**src/rtl/core/selt_pkg.sv**
```systemverilog
// shared types and codes of the shared/exclusive lock table
package selt_pkg;

	localparam int NAME_W = 40;
	localparam int TXN_W  = 32;

	typedef enum logic [2:0] {
		CODE_GRANTED    = 3'd0,
		CODE_WAITING    = 3'd1,
		CODE_UNLOCKED   = 3'd2,
		CODE_NO_LOCKS   = 3'd3,
		CODE_TXN_ABSENT = 3'd4,
		CODE_TABLE_FULL = 3'd5,
		CODE_QUEUE_FULL = 3'd6
	} code_t;

	typedef enum logic {
		KIND_RESPONSE = 1'b0,
		KIND_NOTICE   = 1'b1
	} kind_t;

	typedef enum logic {
		CMD_LOCK   = 1'b0,
		CMD_UNLOCK = 1'b1
	} cmd_t;

	typedef enum logic {
		MODE_SHARED    = 1'b0,
		MODE_EXCLUSIVE = 1'b1
	} mode_t;

	typedef struct packed {
		logic [TXN_W-1:0] txn;
		logic             mode;
		logic             granted;
	} record_t;

	typedef struct packed {
		kind_t            kind;
		code_t            code;
		logic [TXN_W-1:0] txn;
		logic             last;
	} result_t;

endpackage

```
**src/rtl/core/selt_ifs.sv**
```systemverilog


interface selt_out_if;
	logic        valid;
	logic        ready;
	logic        kind;
	logic [2:0]  code;
	logic [31:0] txn_out;
	logic        last;

	modport source (output valid, kind, code, txn_out, last, input ready);
	modport sink (input valid, kind, code, txn_out, last, output ready);
endinterface

```
**src/rtl/core/selt_emit.sv**
```systemverilog
// output register for result words
module selt_emit
	import selt_pkg::*;
(
	input  logic        clk,
	input  logic        arst_n,
	input  logic        push,
	input  result_t     item,
	output logic        can_push,
	selt_out_if.source  rsp
);
	logic    vld_q;
	result_t item_q;

	assign can_push = !vld_q || rsp.ready;

	always_ff @(posedge clk or negedge arst_n) begin
		if (!arst_n) begin
			vld_q <= 1'b0;
		end else if (can_push) begin
			vld_q <= push;
		end
	end

	always_ff @(posedge clk) begin
		if (can_push && push)
			item_q <= item;
	end

	assign rsp.valid   = vld_q;
	assign rsp.kind    = item_q.kind;
	assign rsp.code    = item_q.code;
	assign rsp.txn_out = item_q.txn;
	assign rsp.last    = item_q.last;
endmodule

```
**src/flat_wrapper.sv**
```systemverilog
// flat-port wrapper written by rule: the top's interface ports become plain ports
module selt_emit_flat import selt_pkg::*;
  (clk, arst_n, push, item, can_push, rsp_valid, rsp_kind, rsp_code, rsp_txn_out, rsp_last, rsp_ready);
  selt_out_if rsp_i ();
  input  logic clk;
  input  logic arst_n;
  input  logic push;
  input  result_t item;
  output logic can_push;
  output wire logic [$bits(rsp_i.valid)-1:0] rsp_valid;
  output wire logic [$bits(rsp_i.kind)-1:0] rsp_kind;
  output wire logic [$bits(rsp_i.code)-1:0] rsp_code;
  output wire logic [$bits(rsp_i.txn_out)-1:0] rsp_txn_out;
  output wire logic [$bits(rsp_i.last)-1:0] rsp_last;
  input wire logic [$bits(rsp_i.ready)-1:0] rsp_ready;
  assign rsp_valid = rsp_i.valid;
  assign rsp_kind = rsp_i.kind;
  assign rsp_code = rsp_i.code;
  assign rsp_txn_out = rsp_i.txn_out;
  assign rsp_last = rsp_i.last;
  assign rsp_i.ready = rsp_ready;
  selt_emit u_core (.clk(clk), .arst_n(arst_n), .push(push), .item(item), .can_push(can_push), .rsp(rsp_i));
endmodule
```
**config.mk**
```make
export PLATFORM = sky130hd
export DESIGN_NAME = selt_emit_flat
export DESIGN_NICKNAME = d
export VERILOG_FILES = /design/src/rtl/core/selt_pkg.sv /design/src/rtl/core/selt_ifs.sv /design/src/rtl/core/selt_emit.sv /design/src/flat_wrapper.sv
export SDC_FILE = /design/constraint.sdc
export NUM_CORES = 1
export LEC_CHECK = 0
export ABC_CLOCK_PERIOD_IN_PS = 3700
export BUFFER_PORTS_ARGS = -buffer_cell sky130_fd_sc_hd__buf_2
export CAP_MARGIN = 5
export CORE_ASPECT_RATIO = 0.7
export CORE_UTILIZATION = 43
export DETAILED_ROUTE_END_ITERATION = 12
export GPL_TIMING_DRIVEN = 0
export PLACE_DENSITY = 0.83
export RECOVER_POWER = 25
export REMOVE_ABC_BUFFERS = 1
export SETUP_SLACK_MARGIN = 0.4
export SYNTH_ARGS = -nofsm -noshare
export SYNTH_HDL_FRONTEND = slang
export SYNTH_SLANG_ARGS = --single-unit
```
**constraint.sdc**
```tcl
create_clock -name clk -period 3.7 [get_ports clk]
set_clock_uncertainty 0.15 [all_clocks]
set_input_delay 0.185 -clock clk [delete_from_list [all_inputs] [get_ports clk]]
set_output_delay 0.185 -clock clk [all_outputs]
set_load 0.05 [all_outputs]
```
# After elaboration in Yosys (flattened, before gate mapping)
# Cells that the tools add are included.
dict set report totals {
  ff_bits 38
  out_inout_bits 39
}
dict set report op_classes {
  reduce_logical 3
}
# op count
set ops {}
lappend ops {{logical AND 1 bit} 1}
lappend ops {{logical NOT 1 bit} 1}
lappend ops {{logical OR 1 bit} 1}

# Longest topological paths before layout
# Gate-level depths: netlist of run 1.
dict set report depth {
  depth_word 3
  depth_mapped 2
  mapped_depth_nobuf 2
}

# Least setup slack after synthesis of run 1
# No wires, ideal clock.
dict set report synth_timing {
  path_kind {reg-to-reg}
  start {reg u_core.vld_q, in the netlist u_core.rsp.valid}
  end {reg u_core.item_q (netlist bit u_core.rsp.code[0]), enable pin}
  required_time_ns 3.202
  path_buffers 0
  arrival_ns 1.241
  period_less_slack_ns 1.739
  slack_ns 1.961
  stages_incl_launch_ff 3
  path_cell_list {dfrtp_1 nand2b_4 and2_4}
}
dict set report synth_via {
  elab_chain_cells 3
}
# element line_no
set synth_rtl {}
lappend synth_rtl {{start: declaration} selt_emit.sv:12} ;# logic vld_q;
lappend synth_rtl {{start signal: assignment} selt_emit.sv:21} ;# vld_q <= push;
lappend synth_rtl {{logical NOT 1 bit} selt_emit.sv:15} ;# assign can_push = !vld_q || rsp.ready;
lappend synth_rtl {{logical OR 1 bit} selt_emit.sv:15}
lappend synth_rtl {{net can_push} flat_wrapper.sv:9} ;# output logic can_push;
lappend synth_rtl {{logical AND 1 bit} selt_emit.sv:26} ;# if (can_push && push)
lappend synth_rtl {{end signal: assignment} selt_emit.sv:27} ;# item_q <= item;
lappend synth_rtl {{end: declaration} selt_emit.sv:13} ;# result_t item_q;
# The timed path passes the listed nets, and every way through them passes these cells.
# A chain may end at the register's enable or synchronous reset.

# Worst setup path in the final report of run 1
dict set report layout_timing {
  start {in push}
  end {reg u_core.item_q (netlist bit u_core.rsp.txn_out[28]), enable pin}
}
dict set report layout_via {
  elab_chain_cells 1
}
# element line_no
set layout_rtl {}
lappend layout_rtl {{start: declaration} flat_wrapper.sv:7} ;# input logic push;
lappend layout_rtl {{logical AND 1 bit} selt_emit.sv:26}
# No other way between the ends.

==> results of run 1 <==
[cell families (layout without fill, tap and decap cells)]
family	Yosys count	after routing	share of synthesized area [%]
flip-flops	38	38	97.5
AND/OR/NAND/NOR	3	3	2.47
buffers and inverters	0	126	0
[flip-flops by register name (all words and copies together), names as in the netlist]
signal,count
u_core.rsp.txn_out,32
u_core.rsp.last,1
u_core.rsp.code,3
u_core.rsp.valid,1
u_core.rsp.kind,1
[how the worst max path moves through the flow]
stage,start,to,slack (ps),depth (start not counted)
2_1_floorplan,u_core.rsp.valid,u_core.rsp.code[0],1960,2
3_3_place_gp,u_core.rsp.valid,u_core.rsp.last,2290,2
3_5_place_dp,u_core.rsp.valid,u_core.rsp.last,2240,2
4_1_cts,push,u_core.rsp.txn_out[7],2220,3
5_1_grt,push,u_core.rsp.txn_out[7],2170,3
6_report,push,u_core.rsp.txn_out[28],2220,3
[layer usage]
metal / routed length, um / track usage, % / part of all wire (%) / vias up
met5: 0 / 0 / 0 / -
met3: 271 / 8.50 / 9.0 / 6
met4: 68 / 14.7 / 2.3 / 0
li1: - / - / - / 409
met1: 1120 / 21.3 / 37 / 402
met2: 1540 / 41.7 / 51 / 56
[cell type report]
type | instances | area [um^2]
Fill cell | 137 | 443
Timing Repair Buffer | 118 | 785
Sequential cell | 38 | 1140
Tap cell | 34 | 42.5
Clock buffer | 5 | 68.8
Clock inverter | 3 | 11.3
Multi-Input combinational cell | 3 | 28.8
[metrics by stage]
stage | worst slack (ps) | instances
final | 2220 | 201
after detailed placement | 2240 | 154
after global routing | 2170 | 201
after CTS | 2220 | 201
after floorplan | 1960 | 41
after global placement | 2290 | 154
[worst register-to-register path: stages (launching register included)]
cell	delay, ps
dfrtp_1	420
nand2b_4	100
and2_4	440
[timing repair]
item | in CTS | in global routing
resized for setup | 0 | 0
endpoints found under the hold margin | 39 | 0
hold buffers | 39 | 0
[power by group through the flow]
stage	combinational, W	clock (W)	sequential [W]
after detailed placement	0.000138	0	0.000516
after global routing	0.000179	0.000276	0.000509
final	0.000172	0.000252	0.000508
after global placement	0.000136	0	0.000515
after CTS	0.000169	0.000255	0.000507
after floorplan	0.0000131	0	0.000597
[layout by cell type (no fill, tap or decap)]
| cell type | count |
|---|---|
| and2_4 | 1 |
| dfrtp_1 | 1 |
| nand2b_1 | 1 |
| dlygate4sd3_1 | 39 |
| clkbuf_8 | 5 |
| buf_2 | 78 |
| nand2b_4 | 1 |
| edfxtp_1 | 37 |
| clkbuf_1 | 1 |
| clkinv_1 | 3 |
==> results.ini, run 1 <==
[grt]
gr-usage-all-layers_pct=22.3
gr-total-overflow=0
grt_pass1_vias=905
grt_pass1_wl_um=4320
grt_max_degree=38
antenna_found_initial=0

[synthesis]
yosysSeqAreaShare_pct=97.5
synthTopCellsByCount=edfxtp_1 (37), and2_4 (1), dfrtp_1 (1), nand2b_1 (1), nand2b_4 (1)
async_flop_share_pct=2.63
yosys.cell_count.top_type=edfxtp_1
yosysTopAreaCellShare_pct=95.4
synth_cells=41
synth_area_per_cell_um2=28.4
ys.flop_type=edfxtp_1
ys_types=5
synth_area_leaders=edfxtp_1 (95%), dfrtp_1 (2.1%), nand2b_4 (1.2%)
synth_area_um2=1160
ys_ff_latch=38
synth_edf_count=37
yosysWarnings=0
yosysTopAreaCell=edfxtp_1

[detailed_routing]
dr.first_iter.drc_count=18
vias=873
wire_per_inst_um=15.0
wl_um=3010
ant_nets=0
dr.pass1.iters=4
drc=0
routed_via_density=4.34

[cells_and_area]
antenna_cells=0
areaGrowthSynthToFinish_pct=77.9
utilization_pct=82.4
drive_gt1_share_pct=50.9
final_area_um2=2070
final_net_count=207

[power_and_ir_drop]
p_leak_nw=0.890
p_per_area_nw_per_um2=450
pwr-share-seq_pct=54.5
p_int_w=0.000685
p_clk_share_pct=27.1
pwr-share-comb_pct=18.5
peakVddDrop_uv=334
finalPower_w=0.000933
switchingPower_w=0.000247
swShare_pct=26.5

[clocking]
cts_buffer_depth=2
cts_buffers=5
clk_latency_ps=280
ctsRootBufferMaster=clkbuf_8
cts_tree=built
h-tree-depth=2
cts_setup_buffers=0
clock-sinks=38
cts.reportedPaths.clkPinSlew_ps=70

[critical_path]
reg2reg_setup_slack_ps=2230
critPathArrivalTime_ps=1260
crit_required_ps=3470
crit_chain=dlygate4sd3_1, buf_2, and2_4
cp-end-kind=register
cp_max_fo=37
path_buf_inv=2
ff2ff_path_depth=2
timing.rr.start=u_core.rsp.valid
crit_family=buffers and inverters
slowest_stage=dlygate4sd3_1
cp-start-kind=primary input
critical-path-max-stage-delay_ps=530
r2r-end=u_core.rsp.txn_out[28]
path_class=in -> reg

[die]
num_io_pins=80
initial_core_util_pct=46.3
die_h_um=45.5
row_count=15
die_w_um=64.2
dieArea_um2=2920
core_area_um2=2510

[hold_path]
hold_end=u_core.rsp.valid
hold_path_class=in -> reg
hold_start=rsp_ready
hold_depth=3

[sta]
fmax_mhz=674
period_share_pct=40.1
tightest_slew_ps=447
slew_violations=0
whs_ps=61.8
relSlewSlack_pct=70.2
period_needed_ps=1480
rsz0062_at_grt=no
tns_ps=0
finalSetupViolCount=0
finalHoldViolations=0

[place]
finalWeightedCongestion=0.669
dpl_cell_area_um2=1600
portBuffers=79

[flow_run]
cap_viol_max_count=0

[outcome]
status=complete, no violations

No activity file was read; power rests on OpenSTA's default activity.
==> inputs of run 2 (changes only) <==
--- a/config.mk
+++ b/config.mk
@@ -5,14 +5,14 @@
 export SDC_FILE = /design/constraint.sdc
 export NUM_CORES = 1
 export LEC_CHECK = 0
-export ABC_CLOCK_PERIOD_IN_PS = 3700
+export ABC_CLOCK_PERIOD_IN_PS = 1200
 export BUFFER_PORTS_ARGS = -buffer_cell sky130_fd_sc_hd__buf_2
 export CAP_MARGIN = 5
 export CORE_ASPECT_RATIO = 0.7
-export CORE_UTILIZATION = 43
+export CORE_UTILIZATION = 36
 export DETAILED_ROUTE_END_ITERATION = 12
 export GPL_TIMING_DRIVEN = 0
-export PLACE_DENSITY = 0.83
+export PLACE_DENSITY = 0.74
 export RECOVER_POWER = 25
 export REMOVE_ABC_BUFFERS = 1
 export SETUP_SLACK_MARGIN = 0.4
==> constraint.sdc (replaced) <==
create_clock -name clk -period 1.2 [get_ports clk]
set_clock_uncertainty 0.15 [all_clocks]
set_input_delay 0.06 -clock clk [delete_from_list [all_inputs] [get_ports clk]]
set_output_delay 0.06 -clock clk [all_outputs]
set_load 0.05 [all_outputs]
==> run 2 against run 1 <==
Compared with the run above: combinational power grew to 3.4 times the previous value; the flow now finishes with violations (negative hold slack, negative setup slack); global-route usage decreased by 6.7 points; first-iteration DRC count up 89%; die area up 19%; sequential share of layout area fell by 1.9 points; design area grew 3.6%; setup slack got worse by 2300 ps; wire length fell by 3.8%; total power rose to 3.5 times the previous value; largest cell class unchanged.
==> results.ini, run 2 (synthesized netlist as in run 1, its figures left out) <==
[cells_and_area]
antenna_cells=0  ; unchanged
final_cell_mix=buf_2 (40), buf_6 (38), edfxtp_1 (37), dlygate4sd3_1 (8), and2_4 (7)
drive_gt1_share_pct=67.8  ; +17 points
final_common_cell=buf_2
areaGrowthSynthToFinish_pct=84.3
utilization_pct=73.5  ; -8.9 points
largest_reg_flops=32  ; unchanged
fill_cells=174  ; +27%
final_net_count=186  ; -10%
final_area_um2=2150  ; +3.6%

[power_and_ir_drop]
peakVddDrop_uv=989  ; +200%
p_leak_nw=0.917  ; +3.0%
p_per_area_nw_per_um2=1520  ; +240%
finalPower_w=0.00327  ; +250%

[sta]
final.setup.worst_slack_ps=-44.1  ; -2260 ps
relSlewSlack_pct=87.6  ; +17 points
tightest_slew_ps=185  ; -261 ps
whs_ps=-204  ; -266 ps
finalSetupViolCount=24  ; +24
fmax_mhz=804
rsz0062_at_grt=yes
period_share_pct=104
period_needed_ps=1240
slew_violations=0  ; unchanged
finalHoldViolations=32  ; +32

[critical_path]
r2r-end=u_core.rsp.txn_out[9]
cp_max_fo=3  ; -92%
crit_chain=buf_4, buf_8
path_class=reg -> out
cp-start-kind=register
crit_required_ps=990  ; -2480 ps
critPathArrivalTime_ps=1030  ; -230 ps
critical-path-max-stage-delay_ps=460  ; -70 ps
reg2reg_setup_slack_ps=-40  ; -2270 ps
ff2ff_path_depth=2  ; unchanged
cp-end-kind=output pin
slowest_stage=dfrtp_2
timing.rr.start=u_core.rsp.valid

[die]
die_w_um=70.0  ; +9.0%
dieArea_um2=3470  ; +19%
row_count=16  ; +1
initial_core_util_pct=39.9  ; -6.5 points
core_area_um2=2920  ; +16%
num_io_pins=80  ; unchanged
die_h_um=49.6  ; +8.9%

[clocking]
cts_buffers=5  ; unchanged
clk_latency_ps=280  ; about the same
cts.reportedPaths.clkPinSlew_ps=80  ; about the same
ctsRootBufferMaster=clkbuf_8
cts_tree=built
h-tree-depth=2  ; unchanged
clock-sinks=38  ; unchanged
cts_buffer_depth=2  ; unchanged

[detailed_routing]
dr.pass1.iters=4  ; unchanged
wl_um=2890  ; -3.8%
dr.first_iter.drc_count=34  ; +16
routed_via_density=4.50  ; +3.6%
wire_per_inst_um=15.9  ; +6.2%
ant_nets=0  ; unchanged
drc=0  ; unchanged
vias=819  ; -6.2%

[place]
portBuffers=79  ; unchanged
preCtsSetupSlack_ps=-255  ; -2500 ps
finalWeightedCongestion=0.697  ; +4.2%
dpl_cell_area_um2=1610  ; +0.16%

[hold_path]
hold_start=item[16]
hold_end=u_core.rsp.txn_out[15]
hold_path_class=in -> reg
hold_depth=1  ; -2

[grt]
grt_pass1_wl_um=3840  ; -11%
gr-total-overflow=0  ; unchanged
gr-usage-all-layers_pct=15.6  ; -6.7 points
antenna_found_initial=0  ; unchanged
grt_pass1_vias=815  ; -9.9%
grt_max_degree=13  ; -66%

[flow_run]
cap_viol_max_count=0  ; unchanged

[outcome]
status=complete, but fails checks
violations=negative hold slack, negative setup slack

==> run 2: cell count changes in the layout (fill, tap and decap cells not counted), sizes merged <==
cell         previous run  this run
dlygate4sd3            39         8
and2                    1         8
buf                    78        81
clkinv                  3         0
bufinv                  0         1
clkbuf                  6         7
nand2b                  2         3
==> run 2: worst max-delay path by stage <==
stage | startpoint | endpoint | slack (ps) | depth (start not counted)
after floorplan | u_core.rsp.valid | u_core.rsp.code[0] | -540 | 2
after global placement | u_core.rsp.valid | u_core.rsp.kind | -210 | 2
after detailed placement | u_core.rsp.valid | u_core.rsp.code[0] | -250 | 2
after CTS | u_core.rsp.valid | u_core.rsp.txn_out[11] | -20 | 2
after global routing | u_core.rsp.valid | rsp_valid | -60 | 2
final | u_core.rsp.valid | rsp_valid | -40 | 2
==> run 2: area by class of cell <==
cell class	instances	area [um^2]	area share (%)
sequential	38	1140	53.0
timing repair buffer	89	746	34.7
multi-input combinational	11	103	4.78
clock buffer	7	86.3	4.02
tap	36	45.0	2.10
clock inverter	1	30.0	1.40
==> run 2: power breakdown <==
part / internal (W) / switching, W
clock: 0.000678 / 0.000428
sequential: 0.00155 / 0.0000362
combinational: 0.000232 / 0.000352
total: 0.00246 / 0.000816
==> run 2: repair_timing <==
item / CTS / global route
resized for setup: 83 / 6
hold buffers: 1 / 7
setup endpoints to repair: 77 / 77
hold endpoints to repair: 39 / 39
pin swaps: 1 / 0
cloned: 4 / 4
buffers inserted: 1 / 1
==> run 2: per-stage QoR <==
stage,TNS (ps),instances
4_1_cts,-325,170
2_1_floorplan,-19950,41
3_3_place_gp,-7780,156
6_report,-521,182
3_5_place_dp,-9360,156
5_1_grt,-1020,182
==> run 2: layer usage <==
layer	vias to the layer above	global-route usage (%)	wire length, um
met5	-	0	0
met4	0	7.00	13
met3	2	8.59	308
met2	54	25.0	1480
met1	385	17.1	1080
li1	378	-	-
==> run 2: worst max-delay path, delay by kind of cell (launching register included) <==
kind     cells  cell delay (ps)
flops        1              460
buf+inv      2              290
