**src/rtl/core/selt_ram.sv**
```systemverilog
// generic single write port ram with registered read
module selt_ram #(
	parameter int WIDTH = 8,
	parameter int DEPTH = 16
) (
	input  logic                                   clk,
	input  logic                                   we,
	input  logic [(DEPTH > 1 ? $clog2(DEPTH) : 1)-1:0] waddr,
	input  logic [WIDTH-1:0]                       wdata,
	input  logic                                   re,
	input  logic [(DEPTH > 1 ? $clog2(DEPTH) : 1)-1:0] raddr,
	output logic [WIDTH-1:0]                       rdata
);
	logic [WIDTH-1:0] mem [DEPTH];

	always_ff @(posedge clk) begin
		if (we)
			mem[waddr] <= wdata;
		if (re)
			rdata <= mem[raddr];
	end
endmodule

```
**config.mk**
```make
export PLATFORM = sky130hd
export DESIGN_NAME = selt_ram
export DESIGN_NICKNAME = d
export VERILOG_FILES = /design/src/rtl/core/selt_ram.sv
export SDC_FILE = /design/constraint.sdc
export NUM_CORES = 1
export LEC_CHECK = 0
export ABC_CLOCK_PERIOD_IN_PS = 5120
export BUFFER_PORTS_ARGS = -buffer_cell sky130_fd_sc_hd__buf_2
export CORE_MARGIN = 5
export CORE_UTILIZATION = 38
export CTS_CLUSTER_SIZE = 20
export DETAILED_ROUTE_END_ITERATION = 12
export GPL_ROUTABILITY_DRIVEN = 0
export PLACE_DENSITY_LB_ADDON = 0.3
export SYNTH_ARGS = -nofsm -noshare
export SYNTH_HDL_FRONTEND = slang
export SYNTH_SLANG_ARGS = --single-unit
```
**constraint.sdc**
```tcl
create_clock -name clk -period 5.12 [get_ports clk]
set_input_delay 1.024 -clock clk [delete_from_list [all_inputs] [get_ports clk]]
set_output_delay 1.024 -clock clk [all_outputs]
set_load 0.05 [all_outputs]
```
# Yosys cells after proc, flatten, opt, wreduce, memory -nomap -nowiden
# Memories as Yosys holds them, arrays and structs flattened. A register that Yosys moved wholly into a read port is not among the register bits.
# Index checks and enable logic that the tools add are counted.
# totals
regBits	0
mem_bits_rw	128
wordCells	3
n_memories	1
# mem_list
name	depth	width	read_ports	rd_clocked_by_memory_dff	write_ports	line	source
mem	16	8	1	1	1	14	logic [WIDTH-1:0] mem [DEPTH];
# classes
mux	2
# op_table
cell	count
1-bit 2-to-1 mux	2

# Depth between registers and ports, before layout
# Gate-level depths: netlist of run 1.
# depth
ltp_word	2
mapped_depth	5

# Worst setup path after synthesis of run 1
# Ideal clock, no wire load.
# synth_timing
path_type	input port to flip-flop
from	input waddr[2] (netlist name)
to	memory mem[0][0], enable pin
setup_ns	0.383
arrival_time_ns	2.134
required_ns	4.737
path_slack_ns	2.603
path_stages	2
path_buffers	0
path_cell_list	or3b_2 -> nor3_1
# synth_rtl
element	line	source
start: declaration	8	input logic [(DEPTH > 1 ? $clog2(DEPTH) : 1)-1:0] waddr,
end: declaration	14	
# No word-level cell before the write port.

==> results by group, run 1 <==
Hold path
  – Worst Hold Class: register to register

STA
  – Final worst path period share: roughly 53%
  – Slew @ Worst Pin: 1.03 ns
  – Setup violators final: 0
  – Minimum clock period: 2.69 ns
  – Max Clock Skew: between 0.005 and 0.006 ns
  – Max-slew violation count: 0
  – Hold Violations, Final: 0
  – Peak Freq: 371 MHz
  – RSZ-0062 raised after global routing: false
  – TNS Setup: 0 ns
  – Slew margin rel.: a little under a third

Logic synthesis
  – Register area share after synthesis: 78.1%
  – Syn avg cell area: 22.8 um2
  – Netlist cell types: 18
  – Post-Syn Area: 5230 um2
  – Mapped Cells: 229
  – Synth Register Bits: approximately 140
  – Ys Warns: 0
  – Post-Syn Nets: 248

Clock network
  – TritonCTS clock tree: yes
  – Setup Fix Bufs, Post-CTS: 0
  – Clk root buf: clkbuf_16
  – Clk Latency, worst-skew pair: 0.41 ns
  – TritonCTS Buffers: 17
  – Reg clk slew, reported paths: approximately 0.060 ns
  – Max Buffers Root-to-Sink: 2
  – H-tree levels: 4
  – CTS sink cnt: ~140
  – Post-CTS sizing: 0
  – Post-CTS Hold Fix Bufs: 0

Route
  – Wire per inst: 21.9 um
  – Met2 WL post-DR: 4.99 mm
  – Vias per Instance: around 5.2
  – Met3 wire len: between 400 and 500 um
  – Metal1 wirelength: 4.42 mm
  – DRC violations left: 0
  – Highest routing layer actually used: met4
  – Detailed-route via count: 2373
  – DRT Pass-1 Iters: 5
  – Detailed Route WL: 10.0 mm
  – Antenna Nets Post-Route: 0
  – Detailed Route Iter0 Violations: 177

Floorplan
  – Initial Util: 39.2%
  – Die boundary height: 127 um
  – Die area: 16200 um2
  – Cell row count: 42
  – Core box area: 13300 um2
  – Io pins: 27
  – Chip width: 127 um

Critical path
  – CP Capture Type: register
  – Critical path class: input port to register
  – Worst Path Max Fanout: 32
  – Arr. time, crit path: 2.85 ns
  – Startpoint class of the critical path: input port
  – CP max stage delay: between 0.7 and 0.8 ns
  – Crit path max-delay family: buffers and inverters
  – Cell Chain, Critical Path: buf_2 > mux4_1 > a22oi_1 > nand2_1
  – Critical path data required time: 5.28 ns
  – Slowest CP cell: buf_2
  – Buf/Inv on CP: 1

Layout
  – Area of the multi-input gates: 1060 um2
  – Commonest non-fill, non-tap cell in the layout: edfxtp_1
  – Most frequent cells in the layout: 136 x edfxtp_1, 26 x buf_2, 18 x mux4_2
  – Sequential cell area: a little over 4000 um2
  – Layout Nets: between 200 and 300
  – Fraction of layout cells with a size suffix above 1: between 20 and 30%
  – # fillers: between 1k and 1.5k
  – Design area: 6150 um2
  – Syn-to-layout area delta: 17.7%
  – Diode count: 0

Status
  – Status: complete, no violations

Power and ir drop
  – Final Power: 2.68 mW
  – Leakage Power: 2.03 nW
  – VDD IR max: between 0.2 and 0.25 mV
  – Pwr Density: 435 nW/um2

GRT
  – First-pass GRT wire length: approximately 15 mm
  – Largest net degree at the start of global routing: 33
  – Grt ovf: 0
  – GRT Total Usage: 13.3%
  – Initial antenna violation count: 0
  – Vias in the first global route: 2531

Job
  – Max Cap Viol: 0

Placement
  – IO buf count: 26
  – Cell Area, Placed: 5520 um2
  – HPWL reported at the end of detailed placement: 6.40 mm
## logic make-up (layout without fill, tap and decap cells)
group	count (synthesis)	in the layout	synth area share, %
flops	136	136	78.1
simple gates	35	35	3.14
mux	32	32	14.8
compound gates	16	16	2.30
buf+inv	10	62	1.65
## synth_stat cells
library cell     instances  area, um2
a22oi_1                 16        120
buf_6                    3       33.8
edfxtp_1               136       4080
buf_2                    3       15.0
or3b_2                   1       8.76
nor2b_1                  1       6.26
nand3b_1                 2       15.0
mux4_2                  18        405
nor2_1                  13       48.8
clkdlybuf4s25_2          3       30.0
buf_4                    1       7.51
nand2_1                  9       33.8
nand2b_1                 2       12.5
nor3_1                   4       20.0
nand3_1                  1       5.00
and2_1                   1       6.26
mux4_1                  14        368
and2b_1                  1       7.51
## flip-flops by register name, indices dropped and copies added, names as in the netlist
signal	cells
rdata	8
mem	128
## area by class of cell
type | count | share of cell area [%]
clock buffers | 17 | 6.91
flip-flops and latches | 136 | 66.4
multi-input cells | 83 | 17.2
well taps | 176 | 3.58
repair buffers | 30 | 2.60
clock inverters | 15 | 3.37
## path summary, 6_finish.rpt
path | startpoint | end | slack (ns) | depth (start not counted)
min reg2reg | mem[15][7]$_DFFE_PP_ | rdata[7]$_DFFE_PP_ | 0.75 | 3
max | raddr[0] | rdata[2]$_DFFE_PP_ | 2.43 | 4
max reg2reg | mem[4][2]$_DFFE_PP_ | rdata[2]$_DFFE_PP_ | 3.62 | 3
min | mem[15][7]$_DFFE_PP_ | rdata[7]$_DFFE_PP_ | 0.75 | 3
## report_power, final
part           internal [mW]  switching [mW]  total, mW
clock                  0.855           0.434       1.29
combinational         0.0438          0.0814      0.125
sequential              1.26         0.00682       1.26
total                   2.15           0.522       2.68
## per-stage QoR
stage	worst slack [ns]	instances	hold slack, ns	util, %
CTS	2.37	457	0.755	46.1
global route	2.23	457	0.789	46.1
global placement	1.90	425	0.730	41.4
floorplan	2.60	229	0.705	-
finish	2.43	457	0.749	46.1
detailed placement	1.92	425	0.741	41.4
## metal layers
| metal | up-vias | track usage, % |
|---|---|---|
| li1 | 1059 | - |
| met1 | 1241 | 17.2 |
| met2 | 63 | 20.3 |
| met3 | 10 | 4.26 |
| met4 | 0 | 6.50 |
| met5 | - | 0 |
## worst register-to-register path: cells and delay by family, from the launching register on
family             cells  cell delay [ns]
muxes                  1             0.55
DFF                    1             0.37
AOI/OAI and AO/OA      1             0.24
and+or+nand+nor        1             0.08
No activity file was read; power rests on OpenSTA's default activity.
==> inputs of run 2 (changes only) <==
- ABC_CLOCK_PERIOD_IN_PS: 5120 -> 2200
- clock period: 5.12 -> 2.2 ns (I/O delays scaled with it)
==> results by group, run 2 (synthesis gave the netlist of run 1 again) <==
STA
  – Peak Freq: 639 MHz
  – Max Clock Skew: 0.00554 ns
  – Slew margin rel.: a little under three quarters
  – Setup violators final: 0
  – Minimum clock period: around 1.6 ns
  – Hold Violations, Final: 0
  – RSZ-0062 raised after global routing: false
  – Final worst path period share: 71.1%
  – Max-slew violation count: 0
  – TNS Setup: 0 ns
  – Slew @ Worst Pin: 0.426 ns

Critical path
  – Arr. time, crit path: 1.72 ns
  – Worst Path Max Fanout: 20
  – R2R Path Start: mem[1][0]$_DFFE_PP_
  – CP Capture Type: register
  – Critical path class: input port to register
  – FF-to-FF setup slack: around 0.71 ns
  – R2R Path End: rdata[0]$_DFFE_PP_
  – Critical path data required time: approximately 2.4 ns
  – R2R depth: 3
  – CP Capture Point: rdata[0]$_DFFE_PP_
  – Worst Setup SP: raddr[0]
  – Startpoint class of the critical path: input port

GRT
  – Vias in the first global route: 2549
  – Largest net degree at the start of global routing: 33
  – Initial antenna violation count: 0
  – First-pass GRT wire length: 15.3 mm
  – GRT Total Usage: about an eighth
  – Grt ovf: 0

Power and ir drop
  – P_sw: 1.20 mW
  – Internal power: 4.69 mW
  – Final Power: 5.89 mW
  – Seq pwr share: 49.8%
  – Sw Share: between 20% and 30%
  – VDD IR max: ~0.52 mV
  – Clock network power share: 44.9%
  – Pwr Density: 943 nW/um2
  – Leakage Power: ~2.1 nW
  – Comb power frac: 5.2%

Layout
  – Fraction of layout cells with a size suffix above 1: 32.0%
  – Most frequent cells in the layout: 136 x edfxtp_1, 26 x buf_2, 18 x mux4_2, 18 x buf_4, 17 x clkbuf_16
  – Reg with most FFs: mem
  – Layout Nets: 304
  – Design area: 6250 um2
  – # fillers: between 1k and 1.5k
  – Diode count: 0
  – Syn-to-layout area delta: 19.5%
  – Commonest non-fill, non-tap cell in the layout: edfxtp_1
  – Core Util, Final: a little under half
  – Regs by FF count: mem x128, rdata x8
  – Max reg flops: 128
  – Final Non-Filler Cells: 473

Hold path
  – Worst Hold Class: input port to register

Placement
  – Cell Area, Placed: 5690 um2
  – Placed insts: 442
  – HPWL reported at the end of detailed placement: between 6 and 7 mm
  – IO buf count: 26

Clock network
  – TritonCTS clock tree: yes
  – H-tree levels: 4
  – Post-CTS Hold Fix Bufs: 0
  – TritonCTS Buffers: 17
  – Post-CTS sizing: 0
  – Reg clk slew, reported paths: 0.06 ns
  – Setup Fix Bufs, Post-CTS: 0
  – Max Buffers Root-to-Sink: 2
  – Clk Latency, worst-skew pair: 0.41 ns
  – CTS sink cnt: 136
  – Clk root buf: clkbuf_16

Floorplan
  – Initial Util: between 30% and 40%
  – Core box area: about 13000 um2
  – Io pins: 27
  – Chip width: 127 um
  – Die area: 16200 um2
  – Die boundary height: 127 um
  – Cell row count: 42

Route
  – Detailed-route via count: 2403
  – Wire per inst: 21.1 um
  – DRT Pass-1 Iters: 4
  – Antenna Nets Post-Route: 0
  – DRC violations left: 0
  – Detailed Route Iter0 Violations: 216
  – Detailed Route WL: ~10 mm
  – Vias per Instance: a little over 5

Status
  – Status: complete, no violations

Job
  – Max Cap Viol: 0
## run 2: cell types whose count changed in the layout (fill, tap and decap cells not counted)
| cell | change |
|---|---|
| clkinvlp_4 | -2 |
| clkbuf_1 | +1 |
| buf_12 | +3 |
| clkinv_4 | +2 |
| clkinv_2 | +2 |
| bufinv_16 | -3 |
| clkinv_1 | -2 |
| buf_4 | +14 |
| inv_6 | +1 |
## run 2: how the worst min path moves through the flow
stage | from | to | slack, ns | cells past startpoint
2_1_floorplan | wdata[0] | mem[0][0]$_DFFE_PP_ | 0.54 | 0
3_3_place_gp | mem[11][4]$_DFFE_PP_ | rdata[4]$_DFFE_PP_ | 0.73 | 3
3_5_place_dp | mem[7][3]$_DFFE_PP_ | rdata[3]$_DFFE_PP_ | 0.74 | 3
4_1_cts | re | rdata[2]$_DFFE_PP_ | 0.38 | 1
5_1_grt | re | rdata[2]$_DFFE_PP_ | 0.38 | 1
6_report | re | rdata[2]$_DFFE_PP_ | 0.40 | 1
## run 2: through the flow
step / hold WS (ns) / worst slack [ns]
after detailed placement: 0.737 / 0.227
final: 0.397 / 0.635
after floorplan: 0.539 / 0.267
after global routing: 0.379 / 0.554
after CTS: 0.384 / 0.631
after global placement: 0.735 / 0.188
## run 2: cell type report
cell class              instances  area, um2  share of cell area, %
repair buffers                 47        325                   5.21
clock buffers                  18        429                   6.87
well taps                     176        220                   3.52
clock inverters                13        131                   2.10
flip-flops and latches        136       4080                   65.4
multi-input cells              83       1060                   16.9
## run 2: per-layer routing
layer | vias to the layer above | share of wire (%) | GRT usage, %
met1 | 1244 | 44 | 17.5
met5 | - | 0 | 0
met3 | 4 | 4.8 | 4.26
met4 | 0 | 0.90 | 4.35
met2 | 62 | 50 | 20.8
li1 | 1093 | - | -
## run 2: power groups by stage
stage               registers, mW  clock network, mW  logic (mW)
global route                 2.94               2.82       0.335
detailed placement           2.99                  0       0.315
CTS                          2.94               2.70       0.317
floorplan                    3.03                  0       0.147
global placement             2.99                  0       0.313
finish                       2.94               2.65       0.308
## run 2: worst max-delay path, cell delays in order
cell and delay, ns:
buf_2 0.14, buf_12 0.20, mux4_1 0.58, a22oi_1 0.27
nand2_1 0.08
==> inputs of run 3 (changes only) <==
- ABC_CLOCK_PERIOD_IN_PS: 2200 -> 1400
- clock period: 2.2 -> 1.4 ns (I/O delays scaled with it)
==> results by group, run 3 (synthesis gave the netlist of run 1 again) <==
Clock network
  – TritonCTS clock tree: yes
  – TritonCTS Buffers: 17
  – CTS sink cnt: 136
  – Reg clk slew, reported paths: 0.05 ns
  – Post-CTS Hold Fix Bufs: 0
  – H-tree levels: 4
  – Max Buffers Root-to-Sink: 2
  – Clk root buf: clkbuf_16
  – Clk Latency, worst-skew pair: 0.41 ns

Layout
  – Syn-to-layout area delta: 23.1%
  – Diode count: 0
  – # fillers: 1107
  – Most frequent cells in the layout: 136 x edfxtp_1, 36 x buf_4, 31 x mux4_2
  – Final Non-Filler Cells: 492
  – Max reg flops: 128
  – Reg with most FFs: mem
  – Layout Nets: 323
  – Design area: 6430 um2
  – Regs by FF count: mem x128, rdata x8
  – Commonest non-fill, non-tap cell in the layout: edfxtp_1
  – Fraction of layout cells with a size suffix above 1: between 40 and 50%

Power and ir drop
  – Final Power: 9.44 mW
  – Leakage Power: 2.16 nW
  – VDD IR max: 0.720 mV
  – Pwr Density: 1470 nW/um2

GRT
  – Vias in the first global route: between 2k and 3k
  – Grt met3 use: under 10%
  – First-pass GRT wire length: 16.1 mm
  – Largest net degree at the start of global routing: 17
  – Initial antenna violation count: 0
  – GRT Total Usage: a little over an eighth
  – Grt ovf: 0
  – GRT busiest layer: met2
  – Met2 Track Usage GR: between 20% and 30%
  – GR met1 Demand/Resource: 18.8%

Floorplan
  – Io pins: 27
  – Initial Util: 39.2%
  – Cell row count: 42
  – Chip width: 127 um
  – Core box area: 13300 um2
  – Die boundary height: 127 um
  – Die area: 16200 um2

Route
  – Detailed Route Iter0 Violations: approximately 280
  – DRC violations left: 0
  – Vias per Instance: 5.14
  – Wire per inst: 20.9 um
  – Detailed-route via count: ~2.5k
  – Detailed Route WL: 10.3 mm
  – Antenna Nets Post-Route: 0
  – DRT Pass-1 Iters: 4

STA
  – Max Clock Skew: 0.00856 ns
  – Max-slew violation count: 0
  – RSZ-0062 raised after global routing: true
  – Final worst path period share: 104%
  – Hold WS: 0.258 ns
  – Slew margin rel.: 50.1%
  – Hold Violations, Final: 0
  – Peak Freq: 685 MHz
  – Setup violators final: 4
  – Minimum clock period: 1.46 ns
  – Post-layout worst setup margin: -0.0588 ns
  – Slew @ Worst Pin: 0.747 ns

Critical path
  – CP Capture Type: register
  – Critical path data required time: 1.55 ns
  – Startpoint class of the critical path: register
  – Critical path class: register to register
  – FF-to-FF setup slack: -0.06 ns
  – Worst Path Max Fanout: 1
  – Arr. time, crit path: roughly 1.6 ns

Status
  – Status: finished with violations
  – Failing checks: negative setup slack

Placement
  – Cell Area, Placed: approximately 6000 um2
  – Placed insts: 461
  – IO buf count: 26
  – HPWL reported at the end of detailed placement: 7.04 mm

Job
  – Max Cap Viol: 0

Hold path
  – Worst Hold Class: input port to register
## run 3: what timing repair did
action	CTS	global route
endpoints found under the setup margin	8	9
buffers inserted	0	0
resized for setup	6	4
pin swaps	1	1
## run 3: metrics by stage
step / worst slack (ns) / setup TNS (ns) / util (%)
6_report: -0.0588 / -0.123 / 48.2
4_1_cts: -0.0509 / -0.164 / 48.2
3_5_place_dp: -0.547 / -7.54 / 43.8
2_1_floorplan: -0.0990 / -0.677 / -
5_1_grt: -0.120 / -0.567 / 48.2
3_3_place_gp: -0.511 / -6.60 / 43.8
## run 3: per-layer routing
| layer | vias to the layer above | share of wire [%] |
|---|---|---|
| met2 | 82 | 48 |
| li1 | 1119 | - |
| met4 | 0 | 1.1 |
| met5 | - | 0 |
| met3 | 10 | 5.6 |
| met1 | 1319 | 45 |
## run 3: where the power goes
| part | switching, mW | internal (mW) | leakage, nW |
|---|---|---|---|
| Combinational | 0.329 | 0.230 | 0.658 |
| Clock | 1.52 | 2.75 | 0.270 |
| Sequential | 0.0240 | 4.59 | 1.24 |
## run 3: final timing paths
kind	from	endpoint	cells past startpoint
setup / recovery	mem[3][1]$_DFFE_PP_	rdata[1]$_DFFE_PP_	3
hold reg to reg	mem[13][6]$_DFFE_PP_	rdata[6]$_DFFE_PP_	3
setup reg to reg	mem[3][1]$_DFFE_PP_	rdata[1]$_DFFE_PP_	3
hold / removal	re	rdata[6]$_DFFE_PP_	1
## run 3: worst max-delay path, cell delays in order (launching register included)
cell and delay (ns):
edfxtp_1 0.36, mux4_2 0.49, a22oi_2 0.22, nand2_1 0.12
## run 3: final cells by class
cell class                 instances  area (um2)  share of cell area [%]
clock buffer                      19         433                    6.73
multi-input combinational         83        1060                    16.5
timing repair buffer              66         498                    7.74
tap                              176         220                    3.42
clock inverter                    12         134                    2.08
sequential                       136        4080                    63.5
